[config.mk]
export PLATFORM = sky130hd
export DESIGN_NAME = modular_arithmetic_unit_top_flat
export DESIGN_NICKNAME = d
export VERILOG_FILES = /design/src/rtl/mau_pkg.sv /design/src/rtl/mau_if.sv /design/src/rtl/modular_arithmetic_unit_top.sv /design/src/rtl/mau_mulred.sv /design/src/rtl/mau_seq.sv /design/src/flat_wrapper.sv
export VERILOG_INCLUDE_DIRS = /design/src /design/src/rtl
export SDC_FILE = /design/constraint.sdc
export NUM_CORES = 2
export LEC_CHECK = 0
export BUFFER_PORTS_ARGS = -buffer_cell sky130_fd_sc_hd__buf_4
export CAP_MARGIN = 0
export CORE_MARGIN = 2
export CORE_UTILIZATION = 60
export DETAILED_ROUTE_END_ITERATION = 10
export PLACE_DENSITY = 0.82
export REMOVE_ABC_BUFFERS = 1
export SYNTH_ARGS = -nofsm -noshare
export SYNTH_HDL_FRONTEND = slang
export SYNTH_HIERARCHICAL = 1
export SYNTH_SLANG_ARGS = --single-unit
export TNS_END_PERCENT = 50
[constraint.sdc]
create_clock -name i_clk -period 11.9 [get_ports i_clk]
set_clock_uncertainty 0.2 [all_clocks]
set_input_delay 0.595 -clock i_clk [delete_from_list [all_inputs] [get_ports i_clk]]
set_output_delay 0.595 -clock i_clk [all_outputs]
set_load 0.01 [all_outputs]
[src/rtl/modular_arithmetic_unit_top_defines.svh]
// assertion macros for the modular arithmetic unit
`ifndef MODULAR_ARITHMETIC_UNIT_TOP_DEFINES_SVH
`define MODULAR_ARITHMETIC_UNIT_TOP_DEFINES_SVH

// property that holds outside reset
`define MAU_ASSERT(label, prop, msg) \
    label: assert property (@(posedge i_clk) disable iff (!i_rst_n) (prop)) else $error(msg);

// property checked on every edge, reset included
`define MAU_ASSERT_ALWAYS(label, prop, msg) \
    label: assert property (@(posedge i_clk) (prop)) else $error(msg);

`endif

[src/rtl/mau_pkg.sv]
package mau_pkg;

    localparam int unsigned Width = 32;
    localparam int unsigned CntW  = $clog2(Width + 1);

    localparam logic [Width-1:0] ModReset = Width'(32'd1000000007);

    typedef enum logic [2:0] {
        OP_ADD = 3'd0,
        OP_SUB = 3'd1,
        OP_MUL = 3'd2,
        OP_DIV = 3'd3,
        OP_EQ  = 3'd4
    } t_opcode;

    // command to the shared reduction unit
    typedef struct packed {
        logic             start;
        logic [2*Width-1:0] x;   // multiplicand (< 2^W) or value to reduce
        logic [Width-1:0] y;     // multiplier; 1 for plain reduction
    } t_mul_req;

    typedef struct packed {
        logic             done;
        logic             busy;
        logic [Width-1:0] result;
    } t_mul_rsp;

endpackage

[src/rtl/mau_if.sv]
interface mau_in_if;
    import mau_pkg::*;
    logic             valid;
    logic             ready;
    logic [2:0]       opcode;
    logic [Width-1:0] operand_a;
    logic [Width-1:0] operand_b;
    modport source (output valid, opcode, operand_a, operand_b, input ready);
    modport sink (input valid, opcode, operand_a, operand_b, output ready);
endinterface

interface mau_out_if;
    import mau_pkg::*;
    logic             valid;
    logic             ready;
    logic [Width-1:0] result_value;
    logic             equal_flag;
    modport source (output valid, result_value, equal_flag, input ready);
    modport sink (input valid, result_value, equal_flag, output ready);
endinterface

interface mau_cfg_if;
    import mau_pkg::*;
    logic             valid;
    logic             ready;
    logic [Width-1:0] data;
    modport source (output valid, data, input ready);
    modport sink (input valid, data, output ready);
endinterface

[src/rtl/modular_arithmetic_unit_top.sv]
// channel  dir  payload                           beat when
// in_ch    in   opcode, operand_a, operand_b      valid & ready
// out_ch   out  result_value, equal_flag          valid & ready
// cfg_ch   in   modulus (data)                    valid & ready
// one item at a time. add, sub and compare take two passes of the shared
// multiply/reduce unit (operand reduction); multiply one pass more; divide
// up to 2*W+1 further passes (square-and-multiply).
// reset (synchronous, active low) loads modulus 1000000007 and idles.
// in_ch is not ready until the result beat has been taken on out_ch.
module modular_arithmetic_unit_top
    import mau_pkg::*;
(
    input  logic      i_clk,
    input  logic      i_rst_n,
    mau_in_if.sink    in_ch,
    mau_out_if.source out_ch,
    mau_cfg_if.sink   cfg_ch
);

    logic [Width-1:0] r_modulus;
    logic [Width-1:0] mod_eff;
    t_mul_req         req;
    t_mul_rsp         rsp;

    assign cfg_ch.ready = 1'b1;

    always_ff @(posedge i_clk) begin
        if (!i_rst_n) begin
            r_modulus <= ModReset;
        end else if (cfg_ch.valid) begin
            r_modulus <= cfg_ch.data;
        end
    end

    // moduli 0 and 1 act as 1
    assign mod_eff = (r_modulus < Width'(2)) ? Width'(1) : r_modulus;

    mau_seq u_seq (
        .i_clk   (i_clk),
        .i_rst_n (i_rst_n),
        .i_mod   (mod_eff),
        .in_ch   (in_ch),
        .out_ch  (out_ch),
        .o_req   (req),
        .i_rsp   (rsp)
    );

    mau_mulred u_mulred (
        .i_clk   (i_clk),
        .i_rst_n (i_rst_n),
        .i_mod   (mod_eff),
        .i_req   (req),
        .o_rsp   (rsp)
    );

endmodule

[src/rtl/mau_mulred.sv]
// shift-and-add modular multiply: x*y mod m, one multiplier bit per cycle,
// x first reduced by restoring shift-subtract over 2W bits
module mau_mulred
    import mau_pkg::*;
(
    input  logic             i_clk,
    input  logic             i_rst_n,
    input  logic [Width-1:0] i_mod,
    input  t_mul_req         i_req,
    output t_mul_rsp         o_rsp
);

    typedef enum logic [1:0] {S_IDLE, S_RED, S_MUL} t_state;

    localparam int unsigned RCntW = $clog2(2*Width + 1);

    t_state             r_state;
    logic [2*Width-1:0] r_x;     // remaining bits of value to reduce
    logic [Width:0]     r_rem;   // partial remainder
    logic [RCntW-1:0]   r_rcnt;
    logic [Width-1:0]   r_y;
    logic [Width-1:0]   r_acc;
    logic [CntW-1:0]    r_mcnt;
    logic               r_done;

    logic [Width:0]   rem_sh;
    logic [Width:0]   acc_dbl;
    logic [Width:0]   acc_add;
    logic [Width-1:0] acc_d;
    logic [Width-1:0] xr;
    logic [Width:0]   mod_e;

    always_comb begin
        mod_e   = {1'b0, i_mod};
        rem_sh  = {r_rem[Width-1:0], r_x[2*Width-1]};
        xr      = r_rem[Width-1:0];
        acc_dbl = {r_acc, 1'b0};
        if (acc_dbl >= mod_e) begin
            acc_dbl = acc_dbl - mod_e;
        end
        acc_d   = acc_dbl[Width-1:0];
        acc_add = {1'b0, acc_d} + {1'b0, xr};
        if (acc_add >= mod_e) begin
            acc_add = acc_add - mod_e;
        end
    end

    always_ff @(posedge i_clk) begin
        if (!i_rst_n) begin
            r_state <= S_IDLE;
            r_done  <= 1'b0;
        end else begin
            r_done <= 1'b0;
            case (r_state)
                S_IDLE: begin
                    if (i_req.start) begin
                        r_x     <= i_req.x;
                        r_y     <= i_req.y;
                        r_rem   <= '0;
                        r_rcnt  <= RCntW'(2*Width);
                        r_state <= S_RED;
                    end
                end
                S_RED: begin
                    r_x <= {r_x[2*Width-2:0], 1'b0};
                    if (rem_sh >= mod_e) begin
                        r_rem <= rem_sh - mod_e;
                    end else begin
                        r_rem <= rem_sh;
                    end
                    r_rcnt <= r_rcnt - 1'b1;
                    if (r_rcnt == RCntW'(1)) begin
                        r_acc   <= '0;
                        r_mcnt  <= CntW'(Width);
                        r_state <= S_MUL;
                    end
                end
                S_MUL: begin
                    // msb-first double and add
                    if (r_y[Width-1]) begin
                        r_acc <= acc_add[Width-1:0];
                    end else begin
                        r_acc <= acc_d;
                    end
                    r_y    <= {r_y[Width-2:0], 1'b0};
                    r_mcnt <= r_mcnt - 1'b1;
                    if (r_mcnt == CntW'(1)) begin
                        r_done  <= 1'b1;
                        r_state <= S_IDLE;
                    end
                end
                default: r_state <= S_IDLE;
            endcase
        end
    end

    assign o_rsp.done   = r_done;
    assign o_rsp.busy   = (r_state != S_IDLE);
    assign o_rsp.result = r_acc;

endmodule

[src/rtl/mau_seq.sv]
// operation sequencer: reduces operands, runs add/sub/compare, and
// drives multiply and square-and-multiply through the shared unit
module mau_seq
    import mau_pkg::*;
(
    input  logic             i_clk,
    input  logic             i_rst_n,
    input  logic [Width-1:0] i_mod,
    mau_in_if.sink           in_ch,
    mau_out_if.source        out_ch,
    output t_mul_req         o_req,
    input  t_mul_rsp         i_rsp
);

    `include "modular_arithmetic_unit_top_defines.svh"

    typedef enum logic [3:0] {
        S_IDLE, S_RED_A, S_RED_B, S_EXEC, S_PSQ, S_PMUL, S_FIN, S_OUT
    } t_state;

    t_state           r_state;
    logic             r_wait;
    logic [2:0]       r_op;
    logic [Width-1:0] r_a;
    logic [Width-1:0] r_b;
    logic [Width-1:0] r_base;
    logic [Width-1:0] r_acc;
    logic [Width-1:0] r_exp;
    logic [Width-1:0] r_res;
    logic             r_eq;
    logic             r_valid;
    t_mul_req         r_req;

    logic [Width:0] sum;
    logic [Width:0] mod_e;

    assign mod_e = {1'b0, i_mod};
    assign sum   = {1'b0, r_a} + {1'b0, r_b};

    assign in_ch.ready         = (r_state == S_IDLE);
    assign out_ch.valid        = r_valid;
    assign out_ch.result_value = r_res;
    assign out_ch.equal_flag   = r_eq;
    assign o_req               = r_req;

    always_ff @(posedge i_clk) begin
        if (!i_rst_n) begin
            r_state   <= S_IDLE;
            r_valid   <= 1'b0;
            r_wait    <= 1'b0;
            r_req.start <= 1'b0;
        end else begin
            r_req.start <= 1'b0;
            case (r_state)
                S_IDLE: begin
                    if (in_ch.valid) begin
                        r_op        <= in_ch.opcode;
                        r_b         <= in_ch.operand_b;
                        r_req.start <= 1'b1;
                        r_req.x     <= {{Width{1'b0}}, in_ch.operand_a};
                        r_req.y     <= Width'(1);
                        r_wait      <= 1'b1;
                        r_state     <= S_RED_A;
                    end
                end
                S_RED_A: begin
                    if (i_rsp.done) begin
                        r_a         <= i_rsp.result;
                        r_req.start <= 1'b1;
                        r_req.x     <= {{Width{1'b0}}, r_b};
                        r_req.y     <= Width'(1);
                        r_state     <= S_RED_B;
                    end
                end
                S_RED_B: begin
                    if (i_rsp.done) begin
                        r_b     <= i_rsp.result;
                        r_state <= S_EXEC;
                    end
                end
                S_EXEC: begin
                    r_res   <= '0;
                    r_eq    <= 1'b0;
                    r_state <= S_OUT;
                    case (r_op)
                        OP_ADD: begin
                            if (sum >= mod_e) begin
                                r_res <= Width'(sum - mod_e);
                            end else begin
                                r_res <= sum[Width-1:0];
                            end
                        end
                        OP_SUB: begin
                            if (r_a < r_b) begin
                                r_res <= Width'(sum - {1'b0, r_b} - {1'b0, r_b} + mod_e);
                            end else begin
                                r_res <= r_a - r_b;
                            end
                        end
                        OP_MUL: begin
                            r_req.start <= 1'b1;
                            r_req.x     <= {{Width{1'b0}}, r_a};
                            r_req.y     <= r_b;
                            r_state     <= S_FIN;
                        end
                        OP_DIV: begin
                            if (r_b != '0 && i_mod >= Width'(2)) begin
                                // acc = 1 mod m, exponent m-2
                                r_acc  <= Width'(1);
                                r_base <= r_b;
                                r_exp  <= i_mod - Width'(2);
                                r_state <= S_PMUL;
                            end
                        end
                        OP_EQ: r_eq <= (r_a == r_b);
                        default: ;
                    endcase
                end
                S_PMUL: begin
                    // issue acc*base when low exponent bit is set, else base*base; a*acc once exponent is zero
                    if (!i_rsp.busy && !r_req.start) begin
                        if (r_exp == '0) begin
                            r_req.start <= 1'b1;
                            r_req.x     <= {{Width{1'b0}}, r_a};
                            r_req.y     <= r_acc;
                            r_state     <= S_FIN;
                        end else if (r_exp[0]) begin
                            r_req.start <= 1'b1;
                            r_req.x     <= {{Width{1'b0}}, r_acc};
                            r_req.y     <= r_base;
                            r_state     <= S_PSQ;
                            r_wait      <= 1'b1;
                        end else begin
                            r_req.start <= 1'b1;
                            r_req.x     <= {{Width{1'b0}}, r_base};
                            r_req.y     <= r_base;
                            r_state     <= S_PSQ;
                            r_wait      <= 1'b0;
                        end
                    end
                end
                S_PSQ: begin
                    if (i_rsp.done) begin
                        if (r_wait) begin
                            // product went to acc, now square
                            r_acc       <= i_rsp.result;
                            r_wait      <= 1'b0;
                            r_req.start <= 1'b1;
                            r_req.x     <= {{Width{1'b0}}, r_base};
                            r_req.y     <= r_base;
                        end else begin
                            r_base  <= i_rsp.result;
                            r_exp   <= r_exp >> 1;
                            r_state <= S_PMUL;
                        end
                    end
                end
                S_FIN: begin
                    if (i_rsp.done) begin
                        r_res   <= i_rsp.result;
                        r_state <= S_OUT;
                    end
                end
                S_OUT: begin
                    r_valid <= 1'b1;
                    if (r_valid && out_ch.ready) begin
                        r_valid <= 1'b0;
                        r_state <= S_IDLE;
                    end
                end
                default: r_state <= S_IDLE;
            endcase
        end
    end

    `MAU_ASSERT(a_valid_only_out, out_ch.valid |-> r_state == S_OUT,
        "result beat outside output state")
    `MAU_ASSERT(a_eq_flag_cmp, out_ch.valid && out_ch.equal_flag |-> r_op == OP_EQ,
        "equal flag set for non-compare")
    `MAU_ASSERT(a_no_start_busy, r_req.start |-> !i_rsp.busy,
        "start issued while unit busy")
    `MAU_ASSERT_ALWAYS(a_reset_idle, !i_rst_n |=> r_state == S_IDLE && !r_valid,
        "not idle after reset")

endmodule

[src/flat_wrapper.sv]
// flat-port wrapper written by rule: the top's interface ports become plain ports
module modular_arithmetic_unit_top_flat import mau_pkg::*;
  (i_clk, i_rst_n, in_ch_valid, in_ch_opcode, in_ch_operand_a, in_ch_operand_b, in_ch_ready, out_ch_valid, out_ch_result_value, out_ch_equal_flag, out_ch_ready, cfg_ch_valid, cfg_ch_data, cfg_ch_ready);
  mau_in_if in_ch_i ();
  mau_out_if out_ch_i ();
  mau_cfg_if cfg_ch_i ();
  input  logic i_clk;
  input  logic i_rst_n;
  input wire logic [$bits(in_ch_i.valid)-1:0] in_ch_valid;
  input wire logic [$bits(in_ch_i.opcode)-1:0] in_ch_opcode;
  input wire logic [$bits(in_ch_i.operand_a)-1:0] in_ch_operand_a;
  input wire logic [$bits(in_ch_i.operand_b)-1:0] in_ch_operand_b;
  output wire logic [$bits(in_ch_i.ready)-1:0] in_ch_ready;
  output wire logic [$bits(out_ch_i.valid)-1:0] out_ch_valid;
  output wire logic [$bits(out_ch_i.result_value)-1:0] out_ch_result_value;
  output wire logic [$bits(out_ch_i.equal_flag)-1:0] out_ch_equal_flag;
  input wire logic [$bits(out_ch_i.ready)-1:0] out_ch_ready;
  input wire logic [$bits(cfg_ch_i.valid)-1:0] cfg_ch_valid;
  input wire logic [$bits(cfg_ch_i.data)-1:0] cfg_ch_data;
  output wire logic [$bits(cfg_ch_i.ready)-1:0] cfg_ch_ready;
  assign in_ch_i.valid = in_ch_valid;
  assign in_ch_i.opcode = in_ch_opcode;
  assign in_ch_i.operand_a = in_ch_operand_a;
  assign in_ch_i.operand_b = in_ch_operand_b;
  assign in_ch_ready = in_ch_i.ready;
  assign out_ch_valid = out_ch_i.valid;
  assign out_ch_result_value = out_ch_i.result_value;
  assign out_ch_equal_flag = out_ch_i.equal_flag;
  assign out_ch_i.ready = out_ch_ready;
  assign cfg_ch_i.valid = cfg_ch_valid;
  assign cfg_ch_i.data = cfg_ch_data;
  assign cfg_ch_ready = cfg_ch_i.ready;
  modular_arithmetic_unit_top u_core (.i_clk(i_clk), .i_rst_n(i_rst_n), .in_ch(in_ch_i), .out_ch(out_ch_i), .cfg_ch(cfg_ch_i));
endmodule
Word level (Yosys, flattened, before mapping)
Cells that the tools add are included.
{"block": "totals", "regBits": 507, "input_bits": 104, "out_inout_bits": 36}
{"block": "classes", "add_sub_neg": 13, "order_cmp": 7, "n_eq_ne": 32, "n_mux": 72, "n_reduce_logical": 34}
{"op": "$mux 32", "n": 24}
{"op": "$mux 97", "n": 6}
{"op": "$pmux 32 s2", "n": 9}
{"op": "$pmux 97 s5", "n": 1}
{"op": "$sub 32x32->32", "n": 7}
{"op": "$mux 64", "n": 3}
{"op": "$ge 33x32->1", "n": 4}
{"op": "$pmux 64 s2", "n": 1}
{"op": "$add 32x32->33", "n": 2}
{"op": "$add 32x32->32", "n": 1}
{"op": "$eq 32x32->1", "n": 1}
{"op": "$ge 32x2->1 const B", "n": 1}
{"op": "$logic_not 32->1", "n": 1}
{"op": "$lt 32x2->1 const B", "n": 1}
{"op": "$lt 32x32->1", "n": 1}
{"op": "$mux 4", "n": 8}
{"op": "$pmux 4 s8", "n": 1}
{"op": "$reduce_bool 32->1", "n": 1}
{"op": "$sub 32x2->32 const B", "n": 1}
{"op": "$ne 2x2->1 const B", "n": 14}
{"op": "$reduce_and 3->1", "n": 7}
{"op": "$eq 4x3->1 const B", "n": 4}
{"op": "$reduce_and 8->1", "n": 2}
{"op": "$pmux 7 s2", "n": 1}
{"op": "32 further kinds", "n": 56}

Logic depth before layout (Yosys ltp)
{"block": "depth", "word_depth": 9, "depth_mapped": 38}

Cells and area by module
The synthesis kept the hierarchy.
{"mod": "mau_seq", "instances": 1, "cells_per_inst": 2177, "area_each_um2": 20719.9, "seq_area_each_um2": 7927.6}
{"mod": "mau_mulred", "instances": 1, "cells_per_inst": 1777, "area_each_um2": 15099.5, "seq_area_each_um2": 5255.0}
{"mod": "modular_arithmetic_unit_top", "instances": 1, "cells_per_inst": 147, "area_each_um2": 1397.6, "seq_area_each_um2": 640.6}

Worst setup path after synthesis
Ideal clock, no wire load.
{"block": "synth_timing", "kind": "in2reg", "startpoint": "in i_rst_n", "endpoint": "reg u_core.u_mulred.r_rcnt[0], enable pin", "setup_ns": 0.713, "t_arrival_ns": 8.017, "required_ns": 10.987, "setup_slack_ns": 2.969, "path_stages": 1, "path_buffers": 0, "path_cell_list": "nor3b_1"}
{"block": "synth_between", "elab_chain_len": 1}
{"element": "start: declaration", "line_no": "flat_wrapper.sv:8", "text": "input logic i_rst_n;"}
{"element": "$reduce_and 3->1 (no source line)"}
{"element": "end signal: assignment", "line_no": "mau_mulred.sv:60", "text": "r_rcnt <= RCntW'(2*Width);"}
{"element": "end signal: assignment", "line_no": "mau_mulred.sv:71", "text": "r_rcnt <= r_rcnt - 1'b1;"}
{"element": "end: declaration", "line_no": "mau_mulred.sv:20", "text": "logic [RCntW-1:0] r_rcnt;"}
Every way passes these cells.
A chain may end at the register's enable or synchronous reset.

Worst setup path after layout
{"block": "layout_timing", "startpoint": "reg u_core.r_modulus[29]", "endpoint": "reg u_core.u_mulred.r_acc[5], data pin"}
{"block": "layout_between", "elab_chain_len": 9}
{"element": "start: declaration", "line_no": "modular_arithmetic_unit_top.sv:20", "text": "logic [Width-1:0] r_modulus;"}
{"element": "start signal: assignment", "line_no": "modular_arithmetic_unit_top.sv:29", "text": "r_modulus <= ModReset;"}
{"element": "start signal: assignment", "line_no": "modular_arithmetic_unit_top.sv:31", "text": "r_modulus <= cfg_ch.data;"}
{"element": "$lt 32x2->1 (*)", "line_no": "modular_arithmetic_unit_top.sv:36", "text": "assign mod_eff = (r_modulus < Width'(2)) ? Width'(1) : r_modulus;"}
{"element": "$mux 32 (*)", "line_no": "modular_arithmetic_unit_top.sv:36"}
{"element": "named net u_core.mod_eff[0]", "line_no": "modular_arithmetic_unit_top.sv:21", "text": "logic [Width-1:0] mod_eff;"}
{"element": "$sub 32x32->32 or $ge 33x32->1 (tied branches)", "line_no": "mau_mulred.sv:39, mau_mulred.sv:38"}
{"element": "$mux 32", "line_no": "mau_mulred.sv:38", "text": "if (acc_dbl >= mod_e) begin"}
{"element": "$add 32x32->33", "line_no": "mau_mulred.sv:42", "text": "acc_add = {1'b0, acc_d} + {1'b0, xr};"}
{"element": "$sub 32x32->32 or $ge 33x32->1 (tied branches)", "line_no": "mau_mulred.sv:44, mau_mulred.sv:43"}
{"element": "$mux 32", "line_no": "mau_mulred.sv:43", "text": "if (acc_add >= mod_e) begin"}
{"element": "$mux 32 (*)", "line_no": "mau_mulred.sv:80", "text": "if (r_y[Width-1]) begin"}
{"element": "$pmux 32 s2 (*)", "line_no": "mau_mulred.sv:54", "text": "case (r_state)"}
{"element": "end signal: assignment", "line_no": "mau_mulred.sv:81", "text": "r_acc <= acc_add[Width-1:0];"}
{"element": "end: declaration", "line_no": "mau_mulred.sv:22", "text": "logic [Width-1:0] r_acc;"}
Mark *: on every way through the listed nets, which the timed path passes. The rest lies on a longest branch.

==> flow_summary.toml <==
[finish]
largest_reg_flops = 65
finalInstanceArea_um2 = 40300
mostFrequentLayoutCells = "581 x nand2_1, 433 x edfxtp_1, 283 x inv_1, 267 x a21oi_1, 260 x nor2_1"
layout_commonest_cell = "nand2_1"
final_nets = 4518
drive_gt1_share_pct = 8.75
final_cells = 4950
area_delta_synth_final_pct = 8.30
fin_util_pct = 65.6

[global_route]
antenna_found_initial = 1
grt_pass1_vias = 30500
overflow = 0
grt_usage_pct = 35.7
grt_max_degree = 69
grt_first_pass_wirelength_um = 176000

[timing]
hold_ws_ns = 0.0167
grt_setup_unrepaired = "no"
report.final.slew_viol_count = 0
hold_viol = 0
relSlewSlack_pct = 19.8
setup-tns-final_ns = 0
setup_slack_ns = 1.40
max_freq_mhz = 95.2
worst_pin_slew_ns = 1.20
setup_viol = 0
fin_crit_ns = 10.50
period_share_pct = 88.3

[setup_path]
r2r_start = "u_core/r_modulus[29]"
path_depth = 29
crit_type = "reg2reg"
cp.required_ns = 12.19
startpoint_type = "register"
endpoint = "u_core/u_mulred/r_acc[5]"
worstPathArrival_ns = 10.79
critPathMaxFanout = 33
crit_start = "u_core/r_modulus[29]"
cp.buffers_inverters = 1
crit_path_top_delay_cell = "nor4_1"
cp-end-kind = "register"
critPathMaxStageDelay_ns = 0.67
ff2ff_path_depth = 29
r2r-end = "u_core/u_mulred/r_acc[5]"
rrSetupSlack_ns = 1.40
crit_family = "compound AO/OA/AOI/OAI gates"

[synth]
synth_top_area_share_pct = 34.9
synthCells = 4101
synth-seq-area-share_pct = 37.1
yosys_warnings = 6
synth_cell_types = 100
ys_ff_latch = 474
synth_top_area_cell = "edfxtp_1"
async_flop_share_pct = 0
synthFlopType = "edfxtp_1"
syn_avg_cell_area_um2 = 9.08
synth.area.top_cells = "edfxtp_1 35%, ha_1 8.7%, nand2_1 5.9%, xnor2_1 4.3%, a21oi_1 3.6%"
synth-edff-count = 433
netlist_area_um2 = 37200

[power]
finalPower_mw = 6.17
power_density_nw_per_um2 = 153
leakagePower_nw = 17.0
peakVddDrop_v = 0.000117

[clocking]
clk_pin_slew_ns = 0.06
htreeDepth = 2
clk_latency_ns = 0.62
clockBufferDepth = 3
cts_hold_repair.buffers = 5
clockRootBuffer = "clkbuf_16"
cts_tree = "done"
post_cts_resized = 0
clkSinkCount = 474
cts_buffers = 51
post_cts_buffers = 0

[floorplan]
coreArea_um2 = 61500
die_w_um = 253
ios = 140
start_util_pct = 60.5
fp.dieH_um = 253
rows = 91
die_area_um2 = 64000

[outcome]
status = "completed"

[place]
dp_slack_ns = 1.68
placed_area_um2 = 38600
dp_cells = 4850
io_buffers = 138
dp_hpwl_um = 88800
gp_congestion = 0.993

[drt]
dr.pass1.iters = 9
postRouteAntennaNets = 0
route.detailed.drc = 0
drt_iter0_drc = 3508
wire_per_inst_um = 23.4
route.vias.total = 31900
vias_per_cell = 6.44
routed_wl_um = 116000

[hold_path]
hp-class = "in2reg"
hp-start = "cfg_ch_data[28]"

[run]
drv_cap = 0
[area by class of cell]
type	count	area [um2]
clock buffers	70	1400
fillers	4982	21200
clock inverters	24	218
diodes	1	2.50
multi-input cells	3124	21400
inverters	285	1070
well taps	790	988
flip-flops and latches	474	13800
repair buffers	182	1380
[worst min-delay path by stage]
stage	endpoint	slack, ns	depth (start not counted)
after CTS	u_core/r_modulus[2]	0.0001	3
after floorplan	u_core/r_modulus[0]	0.23	2
after global placement	u_core/u_mulred/r_y[30]	0.29	2
final	u_core/r_modulus[28]	0.02	3
after detailed placement	u_core/u_mulred/r_x[47]	0.29	2
after global routing	u_core/r_modulus[2]	0.01	3
[layer usage]
metal	vias up	global-route usage, %	part of all wire, %
met5	-	0	0
met4	0	14.8	4.5
met3	230	5.25	9.0
met2	1594	58.3	46
met1	15100	47.6	41
li1	14900	-	-
[worst reg2reg max path, delay by kind of cell, from the launching register on]
family                   cells  cell delay, ns
AND/OR/NAND/NOR             10            2.74
AO/OA/AOI/OAI               15            5.69
buffers and inverters        1            0.32
multiplexers                 1            0.42
flip-flops                   1            0.46
adder cells (fa/ha/maj)      2            0.55
[synthesized netlist by cell type, types with 74 or more instances]
library cell / instances
clkbuf_1: 181
o21ai_0: 204
a21o_1: 120
mux2i_1: 94
nand2_1: 581
nand3_1: 74
a21oi_1: 269
inv_1: 283
edfxtp_1: 433
ha_1: 258
nor2_1: 264
xnor2_1: 184
[power breakdown]
group	total, mW	switching (mW)	internal, mW
Combinational	2.53	1.54	0.990
Clock	1.55	0.682	0.870
Sequential	2.08	0.0979	1.99
Total	6.17	2.32	3.85
[logic make-up (layout without fill, tap and decap cells)]
kind of cell | count (synthesis) | in the layout | synth area share (%)
AND/OR/NAND/NOR | 1303 | 1303 | 16.1
multiplexers | 144 | 144 | 4.04
adder cells (fa/ha/maj) | 298 | 298 | 10.8
buffers and inverters | 534 | 561 | 6.02
other | 2 | 34 | 0.0202
flip-flops | 474 | 474 | 37.1
AO/OA/AOI/OAI | 1091 | 1091 | 19.9
XOR/XNOR | 255 | 255 | 6.04
Power figures use the tool's default switching activity.
